==> config.mk <==
export PLATFORM = sky130hd
export DESIGN_NAME = midpoint_circle_rasterizer_flat
export DESIGN_NICKNAME = d
export VERILOG_FILES = /design/src/mcr_pkg.sv /design/src/mcr_channels.sv /design/src/mcr_front.sv /design/src/mcr_queue.sv /design/src/mcr_back.sv /design/src/midpoint_circle_rasterizer.sv /design/src/flat_wrapper.sv
export VERILOG_INCLUDE_DIRS = /design/src /design/src/src
export SDC_FILE = /design/constraint.sdc
export NUM_CORES = 1
export LEC_CHECK = 0
export BUFFER_PORTS_ARGS = -buffer_cell sky130_fd_sc_hd__clkbuf_2
export CORE_MARGIN = 3
export CORE_UTILIZATION = 35
export CTS_CLUSTER_SIZE = 30
export DETAILED_ROUTE_END_ITERATION = 8
export PLACE_DENSITY = 0.56
export SLEW_MARGIN = 5
export SYNTH_ARGS = -nofsm -noshare
export SYNTH_HDL_FRONTEND = slang
export SYNTH_SLANG_ARGS = --single-unit
==> constraint.sdc <==
create_clock -name i_clk -period 7 [get_ports i_clk]
set_input_delay 1.75 -clock i_clk [delete_from_list [all_inputs] [get_ports i_clk]]
set_output_delay 1.75 -clock i_clk [all_outputs]
set_load 0.03 [all_outputs]
==> src/midpoint_circle_rasterizer_defines.svh <==
// ----------------------------------------------------------------------------
// Midpoint circle rasterizer assertion macros
// Shared concurrent assertion forms, synchronous reset, active low.
// ----------------------------------------------------------------------------
`ifndef MIDPOINT_CIRCLE_RASTERIZER_DEFINES_SVH
`define MIDPOINT_CIRCLE_RASTERIZER_DEFINES_SVH

// Same-cycle implication, disabled while reset is held.
`define MCR_ASSERT_NOW(label, clk, rst_n, ante, cons, msg) \
    label: assert property (@(posedge clk) disable iff (!rst_n) (ante) |-> (cons)) \
        else $error(msg);

// Next-cycle implication, disabled while reset is held.
`define MCR_ASSERT_NEXT(label, clk, rst_n, ante, cons, msg) \
    label: assert property (@(posedge clk) disable iff (!rst_n) (ante) |=> (cons)) \
        else $error(msg);

`endif

==> src/mcr_pkg.sv <==
// ----------------------------------------------------------------------------
// Midpoint circle rasterizer package
// Widths, opcodes and the job word passed from front end to back end.
// ----------------------------------------------------------------------------
`timescale 1ns / 1ps
`default_nettype none

package mcr_pkg;

    localparam int COORD_BITS = 11;
    localparam int OUT_BITS   = COORD_BITS + 2;
    localparam int DEC_BITS   = COORD_BITS + 5;
    localparam int Q_DEPTH    = 2;

    typedef enum logic {
        OP_START   = 1'b0,
        OP_ADVANCE = 1'b1
    } t_opcode;

    // One iteration of the walk: centre, current offsets, final flag.
    typedef struct packed {
        logic [COORD_BITS-1:0] h;
        logic [COORD_BITS-1:0] k;
        logic [COORD_BITS-1:0] x;
        logic [COORD_BITS-1:0] y;
        logic                  fin;
    } t_job;

endpackage

`default_nettype wire

==> src/mcr_channels.sv <==
// ----------------------------------------------------------------------------
// Midpoint circle rasterizer channels
// Valid/ready interfaces for the command input and the pixel output.
// ----------------------------------------------------------------------------
`timescale 1ns / 1ps
`default_nettype none

interface mcr_in_if;
    logic                           valid;
    logic                           ready;
    logic                           opcode;
    logic [mcr_pkg::COORD_BITS-1:0] center_x;
    logic [mcr_pkg::COORD_BITS-1:0] center_y;
    logic [mcr_pkg::COORD_BITS-1:0] radius;

    modport source (output valid, output opcode, output center_x, output center_y,
                    output radius, input ready);
    modport sink   (input valid, input opcode, input center_x, input center_y,
                    input radius, output ready);
endinterface

interface mcr_out_if;
    logic                               valid;
    logic                               ready;
    logic signed [mcr_pkg::OUT_BITS-1:0] pixel_x;
    logic signed [mcr_pkg::OUT_BITS-1:0] pixel_y;
    logic                               last;

    modport source (output valid, output pixel_x, output pixel_y, output last,
                    input ready);
    modport sink   (input valid, input pixel_x, input pixel_y, input last,
                    output ready);
endinterface

`default_nettype wire

==> src/mcr_front.sv <==
// ----------------------------------------------------------------------------
// Midpoint circle rasterizer front end
// Accept commands, step the decision walk, queue one job per iteration.
// ----------------------------------------------------------------------------
`timescale 1ns / 1ps
`default_nettype none

module mcr_front (
    input  wire logic          i_clk,
    input  wire logic          i_rst_n,
    mcr_in_if.sink             i_in,
    output mcr_pkg::t_job      o_job,
    output logic               o_push,
    input  wire logic          i_q_ready
);

    localparam int CB = mcr_pkg::COORD_BITS;
    localparam int DB = mcr_pkg::DEC_BITS;

    logic [CB-1:0] r_x, r_y, r_h, r_k;
    logic [DB-1:0] r_d;
    logic          r_busy;

    logic [CB-1:0] cur_x, cur_y, cur_h, cur_k;
    logic [DB-1:0] cur_d, x_ext, y_ext;
    logic [DB-1:0] n_d;
    logic [CB-1:0] n_x, n_y;
    logic          is_start, d_neg, fin, accept;

    always_comb begin
        is_start = (mcr_pkg::t_opcode'(i_in.opcode) == mcr_pkg::OP_START);
        cur_x    = is_start ? '0 : r_x;
        cur_y    = is_start ? i_in.radius : r_y;
        cur_h    = is_start ? i_in.center_x : r_h;
        cur_k    = is_start ? i_in.center_y : r_k;
        cur_d    = is_start ? (DB'(3) - (DB'(i_in.radius) << 1)) : r_d;
        x_ext    = DB'(cur_x);
        y_ext    = DB'(cur_y);
        d_neg    = cur_d[DB-1];
        if (d_neg) begin
            n_d = cur_d + (x_ext << 2) + DB'(6);
            n_y = cur_y;
            fin = (cur_x >= cur_y);
        end else begin
            n_d = cur_d + ((x_ext - y_ext) << 2) + DB'(10);
            n_y = cur_y - CB'(1);
            fin = (({1'b0, cur_x} + (CB+1)'(1)) >= {1'b0, cur_y});
        end
        n_x = cur_x + CB'(1);
    end

    assign i_in.ready = i_q_ready;
    assign accept     = i_in.valid && i_q_ready;
    // Drop an advance that arrives with no circle running.
    assign o_push     = accept && (is_start || r_busy);
    assign o_job      = '{h: cur_h, k: cur_k, x: cur_x, y: cur_y, fin: fin};

    always_ff @(posedge i_clk) begin
        if (!i_rst_n) begin
            r_busy <= 1'b0;
        end else if (o_push) begin
            r_busy <= !fin;
        end
    end

    always_ff @(posedge i_clk) begin
        if (o_push) begin
            r_x <= n_x;
            r_y <= n_y;
            r_d <= n_d;
            r_h <= cur_h;
            r_k <= cur_k;
        end
    end

endmodule

`default_nettype wire

==> src/mcr_queue.sv <==
// ----------------------------------------------------------------------------
// Midpoint circle rasterizer job queue
// Two-entry FIFO decoupling the walk from pixel emission.
// ----------------------------------------------------------------------------
`timescale 1ns / 1ps
`default_nettype none

module mcr_queue (
    input  wire logic          i_clk,
    input  wire logic          i_rst_n,
    input  wire logic          i_push,
    input  wire mcr_pkg::t_job i_job,
    output logic               o_ready,
    input  wire logic          i_pop,
    output mcr_pkg::t_job      o_job,
    output logic               o_valid
);

    localparam int PW = $clog2(mcr_pkg::Q_DEPTH);

    mcr_pkg::t_job r_mem [mcr_pkg::Q_DEPTH];
    logic [PW-1:0] r_wr, r_rd;
    logic [PW:0]   r_count;

    assign o_ready = (r_count != (PW+1)'(mcr_pkg::Q_DEPTH));
    assign o_valid = (r_count != '0);
    assign o_job   = r_mem[r_rd];

    always_ff @(posedge i_clk) begin
        if (!i_rst_n) begin
            r_wr    <= '0;
            r_rd    <= '0;
            r_count <= '0;
        end else begin
            if (i_push) begin
                r_wr <= r_wr + PW'(1);
            end
            if (i_pop) begin
                r_rd <= r_rd + PW'(1);
            end
            r_count <= r_count + (PW+1)'(i_push) - (PW+1)'(i_pop);
        end
    end

    always_ff @(posedge i_clk) begin
        if (i_push) begin
            r_mem[r_wr] <= i_job;
        end
    end

endmodule

`default_nettype wire

==> src/mcr_back.sv <==
// ----------------------------------------------------------------------------
// Midpoint circle rasterizer back end
// Walk the eight symmetric pixels of the head job into an output register.
// ----------------------------------------------------------------------------
`timescale 1ns / 1ps
`default_nettype none
`include "midpoint_circle_rasterizer_defines.svh"

module mcr_back (
    input  wire logic          i_clk,
    input  wire logic          i_rst_n,
    input  wire mcr_pkg::t_job i_job,
    input  wire logic          i_q_valid,
    output logic               o_pop,
    mcr_out_if.source          o_out
);

    localparam int OB = mcr_pkg::OUT_BITS;

    logic [2:0]          r_idx;
    logic                r_out_valid;
    logic signed [OB-1:0] r_px, r_py;
    logic                r_last;

    logic                load, swap, neg_a, neg_b;
    logic [OB-1:0]       a, b, hh, kk;
    logic signed [OB-1:0] n_px, n_py;

    assign load  = i_q_valid && (!r_out_valid || o_out.ready);
    assign o_pop = load && (r_idx == 3'd7);

    // Order: (+x,+y) (+y,+x) (+y,-x) (+x,-y) (-x,-y) (-y,-x) (-y,+x) (-x,+y)
    always_comb begin
        case (r_idx)
            3'd0:    begin swap = 1'b0; neg_a = 1'b0; neg_b = 1'b0; end
            3'd1:    begin swap = 1'b1; neg_a = 1'b0; neg_b = 1'b0; end
            3'd2:    begin swap = 1'b1; neg_a = 1'b0; neg_b = 1'b1; end
            3'd3:    begin swap = 1'b0; neg_a = 1'b0; neg_b = 1'b1; end
            3'd4:    begin swap = 1'b0; neg_a = 1'b1; neg_b = 1'b1; end
            3'd5:    begin swap = 1'b1; neg_a = 1'b1; neg_b = 1'b1; end
            3'd6:    begin swap = 1'b1; neg_a = 1'b1; neg_b = 1'b0; end
            default: begin swap = 1'b0; neg_a = 1'b1; neg_b = 1'b0; end
        endcase
        hh   = OB'(i_job.h);
        kk   = OB'(i_job.k);
        a    = swap ? OB'(i_job.y) : OB'(i_job.x);
        b    = swap ? OB'(i_job.x) : OB'(i_job.y);
        n_px = neg_a ? (hh - a) : (hh + a);
        n_py = neg_b ? (kk - b) : (kk + b);
    end

    always_ff @(posedge i_clk) begin
        if (!i_rst_n) begin
            r_idx       <= '0;
            r_out_valid <= 1'b0;
        end else begin
            if (load) begin
                r_idx <= r_idx + 3'd1;
            end
            if (load) begin
                r_out_valid <= 1'b1;
            end else if (o_out.ready) begin
                r_out_valid <= 1'b0;
            end
        end
    end

    always_ff @(posedge i_clk) begin
        if (load) begin
            r_px   <= n_px;
            r_py   <= n_py;
            r_last <= i_job.fin && (r_idx == 3'd7);
        end
    end

    assign o_out.valid   = r_out_valid;
    assign o_out.pixel_x = r_px;
    assign o_out.pixel_y = r_py;
    assign o_out.last    = r_last;

    `MCR_ASSERT_NOW(a_last_closes_job, i_clk, i_rst_n, r_out_valid && r_last, r_idx == 3'd0, "last word not at end of an iteration")
    `MCR_ASSERT_NOW(a_job_held, i_clk, i_rst_n, r_idx != 3'd0, i_q_valid, "job left the queue mid iteration")
    `MCR_ASSERT_NEXT(a_stall_freezes, i_clk, i_rst_n, r_out_valid && !o_out.ready, $stable(r_idx) && r_out_valid, "sequencer moved during a stall")

endmodule

`default_nettype wire

==> src/midpoint_circle_rasterizer.sv <==
// ----------------------------------------------------------------------------
// Midpoint circle rasterizer
// Bresenham midpoint circle walk with eight-way symmetric pixel output.
// ----------------------------------------------------------------------------
//  channel | dir | word contents                         | per command
//  i_in    | in  | opcode, center_x, center_y, radius    | one command
//  o_out   | out | pixel_x, pixel_y, last                | eight pixels
//
//  Each start or live advance yields eight words, one per cycle while the output
//  is ready; the sustained command rate is set by the single output port.
//  The first word passes two registers: the queue entry, written at the
//  accepting edge, then the output register, which loads once it is free.
//  Reset (i_rst_n low, synchronous) empties the queue and ends any circle.
//  A stalled output holds its word; the two-entry job queue lets commands
//  keep arriving until it fills, then i_in.ready drops.
// ----------------------------------------------------------------------------
`timescale 1ns / 1ps
`default_nettype none

module midpoint_circle_rasterizer (
    input  wire logic i_clk,
    input  wire logic i_rst_n,
    mcr_in_if.sink    i_in,
    mcr_out_if.source o_out
);

    // Job word from the walk to the pixel sequencer
    mcr_pkg::t_job front_job;
    mcr_pkg::t_job head_job;
    logic          push, q_ready, q_valid, pop;

    // Front end: take commands, classify start/advance/drop, step the walk
    mcr_front u_front (
        .i_clk     (i_clk),
        .i_rst_n   (i_rst_n),
        .i_in      (i_in),
        .o_job     (front_job),
        .o_push    (push),
        .i_q_ready (q_ready)
    );

    // Short queue so each side may stall on its own
    mcr_queue u_queue (
        .i_clk   (i_clk),
        .i_rst_n (i_rst_n),
        .i_push  (push),
        .i_job   (front_job),
        .o_ready (q_ready),
        .i_pop   (pop),
        .o_job   (head_job),
        .o_valid (q_valid)
    );

    // Back end: emit the eight symmetric pixels of the head job in order
    mcr_back u_back (
        .i_clk     (i_clk),
        .i_rst_n   (i_rst_n),
        .i_job     (head_job),
        .i_q_valid (q_valid),
        .o_pop     (pop),
        .o_out     (o_out)
    );

endmodule

`default_nettype wire

==> src/flat_wrapper.sv <==
// flat-port wrapper written by rule: the top's interface ports become plain ports
module midpoint_circle_rasterizer_flat 
  (i_clk, i_rst_n, i_in_valid, i_in_opcode, i_in_center_x, i_in_center_y, i_in_radius, i_in_ready, o_out_valid, o_out_pixel_x, o_out_pixel_y, o_out_last, o_out_ready);
  mcr_in_if i_in_i ();
  mcr_out_if o_out_i ();
  input  wire logic i_clk;
  input  wire logic i_rst_n;
  input wire logic [$bits(i_in_i.valid)-1:0] i_in_valid;
  input wire logic [$bits(i_in_i.opcode)-1:0] i_in_opcode;
  input wire logic [$bits(i_in_i.center_x)-1:0] i_in_center_x;
  input wire logic [$bits(i_in_i.center_y)-1:0] i_in_center_y;
  input wire logic [$bits(i_in_i.radius)-1:0] i_in_radius;
  output wire logic [$bits(i_in_i.ready)-1:0] i_in_ready;
  output wire logic [$bits(o_out_i.valid)-1:0] o_out_valid;
  output wire logic [$bits(o_out_i.pixel_x)-1:0] o_out_pixel_x;
  output wire logic [$bits(o_out_i.pixel_y)-1:0] o_out_pixel_y;
  output wire logic [$bits(o_out_i.last)-1:0] o_out_last;
  input wire logic [$bits(o_out_i.ready)-1:0] o_out_ready;
  assign i_in_i.valid = i_in_valid;
  assign i_in_i.opcode = i_in_opcode;
  assign i_in_i.center_x = i_in_center_x;
  assign i_in_i.center_y = i_in_center_y;
  assign i_in_i.radius = i_in_radius;
  assign i_in_ready = i_in_i.ready;
  assign o_out_valid = o_out_i.valid;
  assign o_out_pixel_x = o_out_i.pixel_x;
  assign o_out_pixel_y = o_out_i.pixel_y;
  assign o_out_last = o_out_i.last;
  assign o_out_i.ready = o_out_ready;
  midpoint_circle_rasterizer u_core (.i_clk(i_clk), .i_rst_n(i_rst_n), .i_in(i_in_i), .o_out(o_out_i));
endmodule
==> run_results.csv <==
group,metric,value,unit
sta,min_period,5858,ps
grt,antenna_found_initial,0,
synthesis,syn_avg_cell_area,11.78,um^2
grt,grt.met2_usage,0.2361,
sta,rsz0062_at_grt,"false",
grt,busiest_layer,"met2",
worst_setup_path,critical-path-max-stage-delay,490,ps
clocking,cts_tree,"yes",
min_path,worst_hold_path_type,"reg2reg",
worst_setup_path,cp_top_family,"compound AO/OA/AOI/OAI gates",
die,pin_count,67,
worst_setup_path,worst_ep_arrival_time,6030,ps
status,outcome,"finished, final reports clean",
die,die_h,191.2,um
worst_setup_path,path_class,"in2reg",
cells_and_area,syn_to_final_growth,11.89,%
grt,grt_max_degree,66,
sta,finalSetupViolations,0,
synthesis,syn_nets,1188,
clocking,clock_latency,440,ps
grt,track_usage,0.1490,
pwr,peakVddDrop,175.8,uV
synthesis,async_reset_ff_frac,0,
routing,vias,7884,
worst_setup_path,cp-end-kind,"flop",
grt,overflow,0,
sta,setup_tns,0,ps
sta,hold_violations,0,
worst_setup_path,rrSetupSlack,2500,ps
die,coreArea,33700,um^2
clocking,cts_setup_buffers,0,
sta,setup_ws,1142,ps
synthesis,synth_edf_count,176,
die,die_area,36570,um^2
die,start_util,0.3563,
clocking,cts_sinks,186,
cells_and_area,drive_gt1_frac,0.1873,
clocking,ctsHoldBuffers,0,
sta,relSlewSlack,0.3492,
clocking,cts_max_level,4,
synthesis,ys_types,75,
synthesis,ys_ff_latch,186,
clocking,clock_path_buffers,2,
worst_setup_path,path_buf_inv,2,
cells_and_area,num-nets-final,1256,
synthesis,syn_inst,1019,
sta,fmax,0.1707,GHz
placement,hpwl,19.54,mm
pwr,power.density,274.6,nW/um^2
sta,fin_crit_sh,0.8368,
grt,grt_pass1_vias,7845,
grt,use_met3,0.02622,
routing,routedWlPerCell,17.15,um
die,rows,67,
worst_setup_path,critPathSlowestCell,"mux2i_1",
sta,tightestPinTransition,972.6,ps
sta,fin_skew,19.62,ps
worst_setup_path,crit_chain,"buf_4 > buf_12 > mux2i_1 > ha_1 > a221oi_1 > nor3b_2 > nor2_1 > xnor2_1 > ha_1 > ha_1 > a2111oi_0 > o21ai_0 > a311oi_1 > o31ai_1 > xnor2_1 > mux2i_1",
placement,routabilityCongestion,0.9073,
clocking,cts_resized,0,
sta,hold_ws,542.3,ps
clocking,path_clk_slew,80,ps
routing,drtIter0Drc,467,
synthesis,netlist_area,12010,um^2
pwr,total_power,3.690,mW
worst_setup_path,worstPathMaxFanout,65,
clocking,cts_root_buffer,"clkbuf_16",
routing,drc,0,
routing,routed_wl,26.55,mm
pwr,leakagePower,5.310,nW
routing,avgViaCountPerCell,5.093,
flow_run,maxCapViolCount,0,
routing,firstDrtPassIters,5,
routing,postRouteAntennaNets,0,
worst_setup_path,startpoint_type,"primary input",
synthesis,yosysSeqAreaShare,0.4568,
synthesis,ys.flop_type,"edfxtp_1",
cells_and_area,final_core_util,0.3987,
placement,io_buffers,66,
die,die_w,191.2,um
clocking,cts_buffers,17,
grt,grt_pass1_wl,42.59,mm
worst_setup_path,required,7170,ps
sta,maxSlewViolCount,0,
placement,pre_cts_slack,831.7,ps
grt,grtUsageMet1,0.2131,
cells_and_area,antenna_cells,0,
synthesis,ys_warn_count,0,
worst_setup_path,cpMostUsedCell,"ha_1",
per-layer routing:
layer / vias up / routed length, um / share of wire
met2: 166 / 12100 / 0.46
met4: 0 / 306 / 0.012
met5: - / 0 / 0
met1: 3809 / 13140 / 0.49
li1: 3894 / - / -
met3: 15 / 1004 / 0.038
metrics by stage:
step	instances	cell area [um^2]
final	1548	13440
after CTS	1548	13440
after global placement	1516	12880
after detailed placement	1516	12880
after floorplan	1019	12010
after global routing	1548	13440
cells in the final DEF (no fill, tap or decap), drive strengths merged, types with 48 or more instances in the layout:
| cell | synthesis | layout |
|---|---|---|
| edfxtp | 176 | 176 |
| ha | 124 | 124 |
| inv | 86 | 94 |
| clkbuf | 14 | 83 |
| a21oi | 62 | 62 |
| xnor2 | 59 | 59 |
| nor2 | 57 | 57 |
| o21ai | 53 | 53 |
| nand2 | 51 | 51 |
| mux2 | 48 | 48 |
synthesized netlist by cell type (all sizes together), types with 3 or more instances:
library cell,count,area share
nand4,3,0.0016
o21bai,9,0.0056
a211oi,12,0.0075
o21ai,53,0.022
nor2,57,0.018
nor3,16,0.0075
buf,12,0.0056
inv,86,0.027
or3,4,0.0021
a221oi,5,0.0051
mux2,48,0.045
clkbuf,14,0.0044
dfxtp,10,0.017
a2111oi,4,0.0029
a21o,14,0.0088
o21a,7,0.0044
edfxtp,176,0.44
nor2b,13,0.0068
mux4,22,0.041
nand3,14,0.0063
and2,24,0.013
mux2i,16,0.014
nor4,8,0.0047
ha,124,0.13
xor2,24,0.018
nand2b,9,0.0047
a21oi,62,0.027
a31oi,7,0.0049
fa,7,0.012
o211ai,4,0.0025
a41oi,3,0.0022
xnor2,59,0.043
nand2,51,0.016
o31ai,7,0.0044
o22ai,3,0.0016
sequential cells by signal (all words and copies together) (netlist names), named ones only:
name / count
u_core.u_back.o_out.last: 1
u_core.u_back.o_out.pixel_x: 13
u_core.u_back.o_out.pixel_y: 13
u_core.u_back.o_out.valid: 1
u_core.u_back.r_idx: 3
u_core.u_front.r_busy: 1
u_core.u_front.r_d: 15
u_core.u_front.r_h: 11
u_core.u_front.r_k: 11
u_core.u_front.r_x: 11
u_core.u_front.r_y: 11
u_core.u_queue.r_count: 2
u_core.u_queue.r_mem: 90
u_core.u_queue.r_rd: 1
u_core.u_queue.r_wr: 1
worst register-to-register path, delay by kind of cell, from the launching register on:
| family | cells | cell delay (ps) |
|---|---|---|
| fa+ha+maj | 3 | 980 |
| mux | 1 | 80 |
| simple gates | 4 | 660 |
| flops | 1 | 380 |
| xor+xnor | 2 | 310 |
| compound gates | 6 | 1840 |
cell type report:
| type | instances | area [um^2] |
|---|---|---|
| multi-input combinational | 720 | 6092 |
| clock inverter | 14 | 127.6 |
| sequential | 186 | 5487 |
| timing repair buffer | 75 | 412.9 |
| inverter | 87 | 326.6 |
| tap | 448 | 560.5 |
| fill | 3250 | 20260 |
| clock buffer | 18 | 429.2 |
final timing paths:
check | startpoint | endpoint | depth (start not counted)
hold reg to reg | u_core.u_queue.r_count[0] | u_core.u_back.o_out.valid | 1
hold / removal | u_core.u_queue.r_count[0] | u_core.u_back.o_out.valid | 1
setup / recovery | i_in_opcode | u_core.u_front.r_d[14] | 16
setup reg to reg | u_core.u_front.r_x[2] | u_core.u_front.r_d[14] | 16
kinds of logic (layout without fill, tap and decap cells):
family / Yosys count / count (layout) / synth area share
AND/OR/NAND/NOR: 210 / 210 / 0.08878
AO/OA/AOI/OAI: 209 / 209 / 0.1149
flip-flops: 186 / 186 / 0.4568
adder cells (fa/ha/maj): 132 / 132 / 0.1418
buffers and inverters: 113 / 194 / 0.03720
multiplexers: 86 / 86 / 0.09993
XOR/XNOR: 83 / 83 / 0.06054
where the power goes:
part / switching [mW] / internal (mW) / leakage, nW
Combinational: 0.800 / 0.531 / 3.32
Sequential: 0.0334 / 1.38 / 1.73
Clock: 0.472 / 0.471 / 0.267
Total: 1.31 / 2.38 / 5.31
(Power assumes the default switching activity.)
